`config.mk`:
```
export PLATFORM = sky130hd
export DESIGN_NAME = fading_room_led_frame_buffer_core
export DESIGN_NICKNAME = d
export VERILOG_FILES = /design/src/hdl/frlfb_pkg.sv /design/src/hdl/frlfb_pixel_cell.sv /design/src/hdl/frlfb_room_store.sv /design/src/hdl/fading_room_led_frame_buffer_core.sv
export VERILOG_INCLUDE_DIRS = /design/src /design/src/hdl
export SDC_FILE = /design/constraint.sdc
export NUM_CORES = 2
export LEC_CHECK = 0
export BUFFER_PORTS_ARGS = -buffer_cell sky130_fd_sc_hd__buf_2
export CORE_MARGIN = 1
export CORE_UTILIZATION = 45
export DETAILED_ROUTE_END_ITERATION = 10
export PLACE_DENSITY_LB_ADDON = 0.12
export SKIP_LAST_GASP = 1
export SLEW_MARGIN = 20
export SYNTH_ARGS = -nofsm -noshare
export SYNTH_HDL_FRONTEND = slang
export SYNTH_SLANG_ARGS = --single-unit
```
`constraint.sdc`:
```
create_clock -name clock -period 4.4 [get_ports clock]
set_clock_uncertainty 0.15 [all_clocks]
set_input_delay 0.88 -clock clock [delete_from_list [all_inputs] [get_ports clock]]
set_output_delay 0.88 -clock clock [all_outputs]
set_load 0.005 [all_outputs]
```
`src/hdl/fading_room_led_frame_buffer_core_macros.svh`:
```
// assertion macros shared by the frame buffer modules
// no dependencies; taken in by `include where assertions are written
`ifndef FADING_ROOM_LED_FRAME_BUFFER_CORE_MACROS_SVH
`define FADING_ROOM_LED_FRAME_BUFFER_CORE_MACROS_SVH

// condition holds in the same cycle
`define FRLFB_ASSERT_SAME(lbl, clk, rst, ante, cons, msg) \
   lbl: assert property (@(posedge clk) disable iff (rst) (ante) |-> (cons)) else $error(msg);

// condition holds in the cycle after the antecedent
`define FRLFB_ASSERT_NEXT(lbl, clk, rst, ante, cons, msg) \
   lbl: assert property (@(posedge clk) disable iff (rst) (ante) |=> (cons)) else $error(msg);

`endif

```
`src/hdl/frlfb_pkg.sv`:
```
// types, constants and pixel helper functions for the room led frame buffer
// no dependencies
package frlfb_pkg;

   localparam int PIXEL_COUNT = 32;
   localparam int ROOM_SLOTS  = 8;

   localparam logic OP_WRITE = 1'b0;
   localparam logic OP_TICK  = 1'b1;

   // pixels below this index belong to a room block
   localparam int FRAME_PIXELS = 32;

   typedef struct packed {
      logic        operation;
      logic [2:0]  floor_number;
      logic [2:0]  room_number;
      logic [23:0] room_color;
   } req_type;

   typedef struct packed {
      logic [4:0] pixel_index;
      logic [7:0] red;
      logic [7:0] green;
      logic [7:0] blue;
      logic       last_pixel;
   } rsp_type;

   typedef struct packed {
      logic [7:0] red;
      logic [7:0] green;
      logic [7:0] blue;
   } pixel_type;

   typedef enum logic {
      ST_IDLE,
      ST_RUN
   } state_type;

   // control from the sequencer to the pending room store
   typedef struct packed {
      logic        wr_en;
      logic [2:0]  wr_slot;
      logic [23:0] wr_color;
      logic        clear;
      logic [2:0]  rd_slot;
   } room_ctrl_type;

   function automatic logic [7:0] dim_channel(input logic [7:0] c);
      return (c != 8'd0) ? c - 8'd1 : 8'd0;
   endfunction

   function automatic pixel_type fade_pixel(input pixel_type p);
      pixel_type q;
      q.red   = dim_channel(p.red);
      q.green = dim_channel(p.green);
      q.blue  = dim_channel(p.blue);
      return q;
   endfunction

   // pixel index bits: 4 = room bit 0, 3 = lower row, 2 = floor, 1 = room bit 1, 0 = right column
   function automatic logic [2:0] slot_of_pixel(input logic [4:0] idx);
      return {idx[2], idx[1], idx[4]};
   endfunction

endpackage

```
`src/hdl/frlfb_pixel_cell.sv`:
```
// one pixel cell of the rotating pixel ring
// depends on frlfb_pkg
module frlfb_pixel_cell (
   input  logic                 clock,
   input  logic                 reset,
   input  logic                 shift_en,
   input  frlfb_pkg::pixel_type shift_data,
   output frlfb_pkg::pixel_type pixel_out
);

   frlfb_pkg::pixel_type pixel_ff;
   frlfb_pkg::pixel_type pixel_in;

   always_comb begin
      pixel_in = shift_en ? shift_data : pixel_ff;
   end

   always_ff @(posedge clock) begin
      if (reset) begin
         pixel_ff <= '0;
      end else begin
         pixel_ff <= pixel_in;
      end
   end

   assign pixel_out = pixel_ff;

endmodule

```
`src/hdl/frlfb_room_store.sv`:
```
// pending room colours, one per floor and room, cleared after each tick
// depends on frlfb_pkg
module frlfb_room_store #(
   parameter int ROOM_SLOTS = frlfb_pkg::ROOM_SLOTS
) (
   input  logic                     clock,
   input  logic                     reset,
   input  frlfb_pkg::room_ctrl_type ctrl,
   output logic [23:0]              rd_color
);

   localparam int SLOT_W = $clog2(ROOM_SLOTS);

   logic [23:0] pending_ff [ROOM_SLOTS];
   logic [23:0] pending_in [ROOM_SLOTS];

   always_comb begin
      for (int s = 0; s < ROOM_SLOTS; s++) begin
         if (ctrl.clear) begin
            pending_in[s] = '0;
         end else if (ctrl.wr_en && ctrl.wr_slot[SLOT_W-1:0] == SLOT_W'(s)) begin
            pending_in[s] = ctrl.wr_color;
         end else begin
            pending_in[s] = pending_ff[s];
         end
      end
   end

   always_ff @(posedge clock) begin
      if (reset) begin
         for (int s = 0; s < ROOM_SLOTS; s++) begin
            pending_ff[s] <= '0;
         end
      end else begin
         for (int s = 0; s < ROOM_SLOTS; s++) begin
            pending_ff[s] <= pending_in[s];
         end
      end
   end

   assign rd_color = pending_ff[ctrl.rd_slot[SLOT_W-1:0]];

endmodule

```
`src/hdl/fading_room_led_frame_buffer_core.sv`:
```
// Room led frame buffer with fading: eight pending room colours and a ring of
// pixel cells. Depends on frlfb_pkg, frlfb_pixel_cell, frlfb_room_store and
// the assertion macro header.
//
// Input channel req_*: a write transfer (operation 0) stores a room colour for
// floor 1..2, room 1..4; other floors or rooms are dropped.
// A tick transfer (operation 1) fades every pixel by one per channel, paints
// each non-zero pending room onto its 2x2 block and streams all PIXEL_COUNT
// pixels on rsp_* in index order, last_pixel marking the final one; pending
// rooms are then cleared.
// A tick transfer moves the state to run, and the first pixel is then loaded into the output register.
// Throughput: one pixel per cycle while rsp_ready is high; req_ready is low for
// the whole run, so no new transfer is taken until the run is over. The pixel
// ring rotates one cell per emitted pixel and returns to its original order
// after a full run.
// A stalled receiver holds the output register and freezes the ring.
// Reset clears all pixels and pending rooms at once, no clearing pass.
`include "fading_room_led_frame_buffer_core_macros.svh"

module fading_room_led_frame_buffer_core #(
   parameter int PIXEL_COUNT = frlfb_pkg::PIXEL_COUNT,
   parameter int ROOM_SLOTS  = frlfb_pkg::ROOM_SLOTS
) (
   input  logic               clock,
   input  logic               reset,
   input  logic               req_valid,
   output logic               req_ready,
   input  frlfb_pkg::req_type req_data,
   output logic               rsp_valid,
   input  logic               rsp_ready,
   output frlfb_pkg::rsp_type rsp_data
);

   localparam int CNT_W = $clog2(PIXEL_COUNT);

   frlfb_pkg::state_type state_ff, state_in;
   logic [CNT_W-1:0]     cnt_ff, cnt_in;
   logic                 rsp_valid_ff, rsp_valid_in;
   frlfb_pkg::rsp_type   rsp_ff, rsp_in;

   frlfb_pkg::pixel_type cell_q [PIXEL_COUNT];
   frlfb_pkg::pixel_type new_pixel;
   frlfb_pkg::pixel_type faded;
   frlfb_pkg::room_ctrl_type room_ctrl;
   logic [23:0]          room_color;

   logic req_xfer, tick_xfer, write_xfer, range_ok;
   logic load, last, in_frame, paint;
   logic [CNT_W:0] cnt_ext;

   // handshake and sequencing
   assign req_xfer   = req_valid && req_ready;
   assign tick_xfer  = req_xfer && (req_data.operation == frlfb_pkg::OP_TICK);
   assign range_ok   = (req_data.floor_number inside {[3'd1:3'd2]}) &&
                       (req_data.room_number inside {[3'd1:3'd4]});
   assign write_xfer = req_xfer && (req_data.operation == frlfb_pkg::OP_WRITE) && range_ok;
   assign load       = (state_ff == frlfb_pkg::ST_RUN) && (!rsp_valid_ff || rsp_ready);
   assign last       = (cnt_ff == CNT_W'(PIXEL_COUNT - 1));

   always_comb begin
      state_in = state_ff;
      case (state_ff)
         frlfb_pkg::ST_IDLE: begin
            if (tick_xfer) begin
               state_in = frlfb_pkg::ST_RUN;
            end
         end
         frlfb_pkg::ST_RUN: begin
            if (load && last) begin
               state_in = frlfb_pkg::ST_IDLE;
            end
         end
         default: state_in = frlfb_pkg::ST_IDLE;
      endcase
   end

   always_comb begin
      case (state_ff)
         frlfb_pkg::ST_IDLE: req_ready = 1'b1;
         frlfb_pkg::ST_RUN:  req_ready = 1'b0;
         default:            req_ready = 1'b0;
      endcase
   end

   always_comb begin
      cnt_in = cnt_ff;
      if (tick_xfer) begin
         cnt_in = '0;
      end else if (load) begin
         cnt_in = cnt_ff + CNT_W'(1);
      end
   end

   // pending room lookup follows the pixel at the head of the ring
   always_comb begin
      room_ctrl.wr_en    = write_xfer;
      room_ctrl.wr_slot  = {req_data.floor_number[1] == 1'b1 ? 1'b1 : 1'b0,
                            2'(req_data.room_number - 3'd1)};
      room_ctrl.wr_color = req_data.room_color;
      room_ctrl.clear    = load && last;
      room_ctrl.rd_slot  = frlfb_pkg::slot_of_pixel(cnt_ff[4:0]);
   end

   frlfb_room_store #(
      .ROOM_SLOTS (ROOM_SLOTS)
   ) u_room_store (
      .clock    (clock),
      .reset    (reset),
      .ctrl     (room_ctrl),
      .rd_color (room_color)
   );

   // head pixel: fade, then paint when its room has a colour pending
   assign cnt_ext   = {1'b0, cnt_ff};
   assign in_frame  = (cnt_ext < (CNT_W+1)'(frlfb_pkg::FRAME_PIXELS));
   assign paint     = in_frame && (room_color != 24'd0);
   assign faded     = frlfb_pkg::fade_pixel(cell_q[0]);
   assign new_pixel = paint ? frlfb_pkg::pixel_type'(room_color) : faded;

   for (genvar k = 0; k < PIXEL_COUNT; k++) begin : g_cell
      frlfb_pkg::pixel_type shift_src;
      if (k == PIXEL_COUNT - 1) begin : g_tail
         assign shift_src = new_pixel;
      end else begin : g_body
         assign shift_src = cell_q[k+1];
      end
      frlfb_pixel_cell u_cell (
         .clock      (clock),
         .reset      (reset),
         .shift_en   (load),
         .shift_data (shift_src),
         .pixel_out  (cell_q[k])
      );
   end

   // output register
   always_comb begin
      rsp_valid_in = rsp_valid_ff;
      rsp_in       = rsp_ff;
      if (load) begin
         rsp_valid_in       = 1'b1;
         rsp_in.pixel_index = cnt_ff[4:0];
         rsp_in.red         = new_pixel.red;
         rsp_in.green       = new_pixel.green;
         rsp_in.blue        = new_pixel.blue;
         rsp_in.last_pixel  = last;
      end else if (rsp_ready) begin
         rsp_valid_in = 1'b0;
      end
   end

   always_ff @(posedge clock) begin
      if (reset) begin
         state_ff     <= frlfb_pkg::ST_IDLE;
         cnt_ff       <= '0;
         rsp_valid_ff <= 1'b0;
      end else begin
         state_ff     <= state_in;
         cnt_ff       <= cnt_in;
         rsp_valid_ff <= rsp_valid_in;
      end
   end

   always_ff @(posedge clock) begin
      rsp_ff <= rsp_in;
   end

   assign rsp_valid = rsp_valid_ff;
   assign rsp_data  = rsp_ff;

   `FRLFB_ASSERT_NEXT(a_tick_starts_run, clock, reset, tick_xfer,
      (state_ff == frlfb_pkg::ST_RUN) && (cnt_ff == '0), "tick did not start a run")
   `FRLFB_ASSERT_NEXT(a_last_ends_run, clock, reset, load && last,
      (state_ff == frlfb_pkg::ST_IDLE) && rsp_valid_ff && rsp_ff.last_pixel,
      "last pixel did not end the run")
   `FRLFB_ASSERT_SAME(a_last_index, clock, reset, rsp_valid_ff && rsp_ff.last_pixel,
      rsp_ff.pixel_index == 5'(PIXEL_COUNT - 1), "last pixel flag on wrong index")

endmodule

```
==> impl_results.md <==
- Critical path launch point type: flip-flop
- Post-CTS sizing: 0
- Top_reg_cell synth: dfxtp_1
- Final hold vios: 0
- Register area: around 22000 um2
- Unrepaired setup endpoints after global routing: false
- Async set-reset flop share out of synthesis: 0%
- Status: completed
- CP arrival: 3.91 ns
- Critical path's largest stage delay: 0.79 ns
- FMAX: ~280 MHz
- Filler cell count: 7486
- Number of DRC markers in iteration 0: between 2k and 2.5k
- Crit-path max FO: 27
- Root buf cell: clkbuf_16
- Layout area overhead: 12.3%
- Placed Area: approximately 37000 um2
- HP Class: flip-flop to flip-flop
- Fin crit share: 81.6%
- Unique masters post-synth: 40
- GPL Wtd Cong: roughly 0.84
- Synth Net Count: a little over 4k
- Max-cap violations: 0
- CTS Hold Bufs: 0
- Final Max Slew Viols: 0
- Layout Nets: approximately 4k
- IO buf count: 66
- DIE AREA: 81400 um2
- Worst-Margin Slew: around 1.1 ns
- Clock Pin Slew Worst Setup and Hold Paths: around 0.060 ns
- WL/cell: 14.8 um
- Syn Area/Cell: ~9.0 um2
- CP top delay family: simple AND/OR/NAND/NOR gates
- Leak: between 10 and 15 nW
- ANT nets after route: 0
- First-pass GRT wire length: 123 mm
- Slowest library cell on the worst path: dfxtp_2
- Inst Count DP: a little under 5k
- Yosys reg bits: 1000
- Setup TNS: 0 ns
- Share of layout cells above drive strength 1: just under 8%
- Die width: around 290 um
- First-pass detailed-route iteration total: 5
- Vias in the first global route: ~24k
- Dominant cell type by area after synthesis: dfxtp_1
- Initial antenna violation count: 3
- Endpoint type of the worst setup path: flip-flop
- Routed WL: approximately 75 mm
- Total CTS buffers: just over 100
- Post-DP HPWL: 41.1 mm
- Area of the multi-input gates: between 10000 and 15000 um2
- Power density over cell area: 468 nW/um2
- Syn. warnings: 0
- Clock latency on the worst-skew pair: 0.66 ns
- VDD IR max: about 0.00033 V
- CP Data Required Time: about 4.7 ns
- Setup ws final: 0.808 ns
- Post-CTS setup buffer count: 0
- Post-layout min period: ~3.6 ns
- Post-synth EDFFs: around 220
- Site Rows: 103
- Die H: about 290 um
- Total GRT Usage: between 10% and 20%
- Via density: 5.05
- Placeable Area: 79100 um2
- CTS tree: built
- # setup viols final: 0
- GRT overflow: 0
- Place WS: roughly 0.9 ns
- Critical path cell sequence: buf_12, mux4_2, mux2i_1, nand4_1, nor4_4, nand3_1, o21ai_0
- Largest net degree at the start of global routing: about 240
- Synth Instances: approximately 4.0k
- Initial Utilization: 45.6%
- CTS Sinks: about 1k
- Vias: about 26k
- Top cell type's share of synthesized area: between 40% and 50%
- Tot Pwr: between 15 and 20 mW
- Ant. Diodes: 0
- Clk buf depth: 3
- Fin cells: a little over 5k
- Final instance area: 40500 um2
- Register area share after synthesis: 61.6%
- Num ports: 67
- Mapped cell area: ~36000 um2
- Synth area leaders: dfxtp_1 (43%), edfxtp_1 (18%), nand2_1 (16%)
- Relative max-transition margin: between 20% and 30%
- DRC errors left: 0
- H-tree depth: 3
- Worst Setup Path Type: flip-flop to flip-flop
- Buffers plus inverters on the worst setup path: 1
-- flip-flops by register name, indices dropped and copies added (netlist names), named ones only --
register                 count
u_room_store.pending_ff    192
state_ff                     1
g_cell.u_cell.pixel_out    768
cnt_ff                       5
rsp_valid                    1
rsp_data                    30
-- worst register-to-register path, delay by kind of cell, from the launching register on --
kind | cells | cell delay [ns]
and+or+nand+nor | 3 | 1.18
DFF | 1 | 0.79
buffers and inverters | 1 | 0.27
AOI/OAI and AO/OA | 1 | 0.28
muxes | 2 | 0.72
-- cell type report --
class	count	area share [%]
Sequential cell	1000	54.9
Multi-Input combinational cell	2701	31.2
Clock buffer	158	7.62
Tap cell	1050	3.24
Timing Repair Buffer	103	1.89
Clock inverter	35	0.886
Inverter	36	0.352
-- synth_stat cells, types with 9 or more instances --
cell type,count
clkbuf_1,271
nor2_1,170
nand2_1,1551
inv_1,35
xnor2_1,9
nand2b_1,9
mux2i_1,24
a21oi_1,750
dfxtp_1,778
a31oi_1,21
mux4_2,48
nand3_1,9
o21ai_0,37
buf_1,11
nand4_1,10
edfxtp_1,222
-- worst paths after layout --
path / start / depth (start not counted) / slack [ns] / endpoint
max: flip-flop / 7 / 0.81 / rsp_data[6]
min: g_cell[8].u_cell.pixel_out[16] / 2 / 0.28 / g_cell[7].u_cell.pixel_out[16]
max reg2reg: flip-flop / 7 / 0.81 / rsp_data[6]
min reg2reg: g_cell[8].u_cell.pixel_out[16] / 2 / 0.28 / g_cell[7].u_cell.pixel_out[16]
-- report_power, final --
part	switching (mW)	leakage (nW)	internal (mW)	total, mW
registers	0.0577	8.53	9.49	9.55
clock network	3.55	1.69	5.13	8.68
logic	0.635	3.14	0.119	0.754
-- cells by family (layout without fill, tap and decap cells) --
| group | count (synthesis) | after routing | share of synthesized area [%] |
|---|---|---|---|
| muxes | 75 | 75 | 3.75 |
| buffers and inverters | 325 | 332 | 3.43 |
| and+or+nand+nor | 1788 | 1788 | 19.1 |
| xor gates and xnor gates | 17 | 17 | 0.413 |
| adders and majority gates | 6 | 6 | 0.208 |
| DFF | 1000 | 1000 | 61.6 |
| AOI/OAI and AO/OA | 815 | 815 | 11.4 |
-- cell usage in the layout (no fill, tap or decap), drive strengths merged, types with 10 or more instances in the layout --
| cell type | synthesis | layout |
|---|---|---|
| nand2 | 1551 | 1551 |
| dfxtp | 778 | 778 |
| buf | 18 | 103 |
| mux4 | 48 | 48 |
| clkinv | 1 | 29 |
| edfxtp | 222 | 222 |
| a31oi | 21 | 21 |
| o21ai | 37 | 37 |
| nand4 | 10 | 10 |
| mux2i | 24 | 24 |
| inv | 35 | 36 |
| a21oi | 750 | 750 |
| clkbuf | 271 | 158 |
| nor2 | 170 | 170 |
-- metal layers --
metal	global-route usage [%]	up-vias	part of all wire (%)
met4	6.75	2	3.4
met2	28.4	384	45
met3	2.86	125	3.8
li1	-	13081	-
met5	0	-	0.017
met1	25.6	12071	48
-- per-stage QoR --
step                      util, %  hold slack [ns]
after floorplan                 -            0.277
after global placement       46.9            0.287
after detailed placement     46.9            0.292
after CTS                    51.2            0.277
after global routing         51.2            0.298
final                        51.2            0.282
Note: power is estimated with default switching activity, not from simulation.
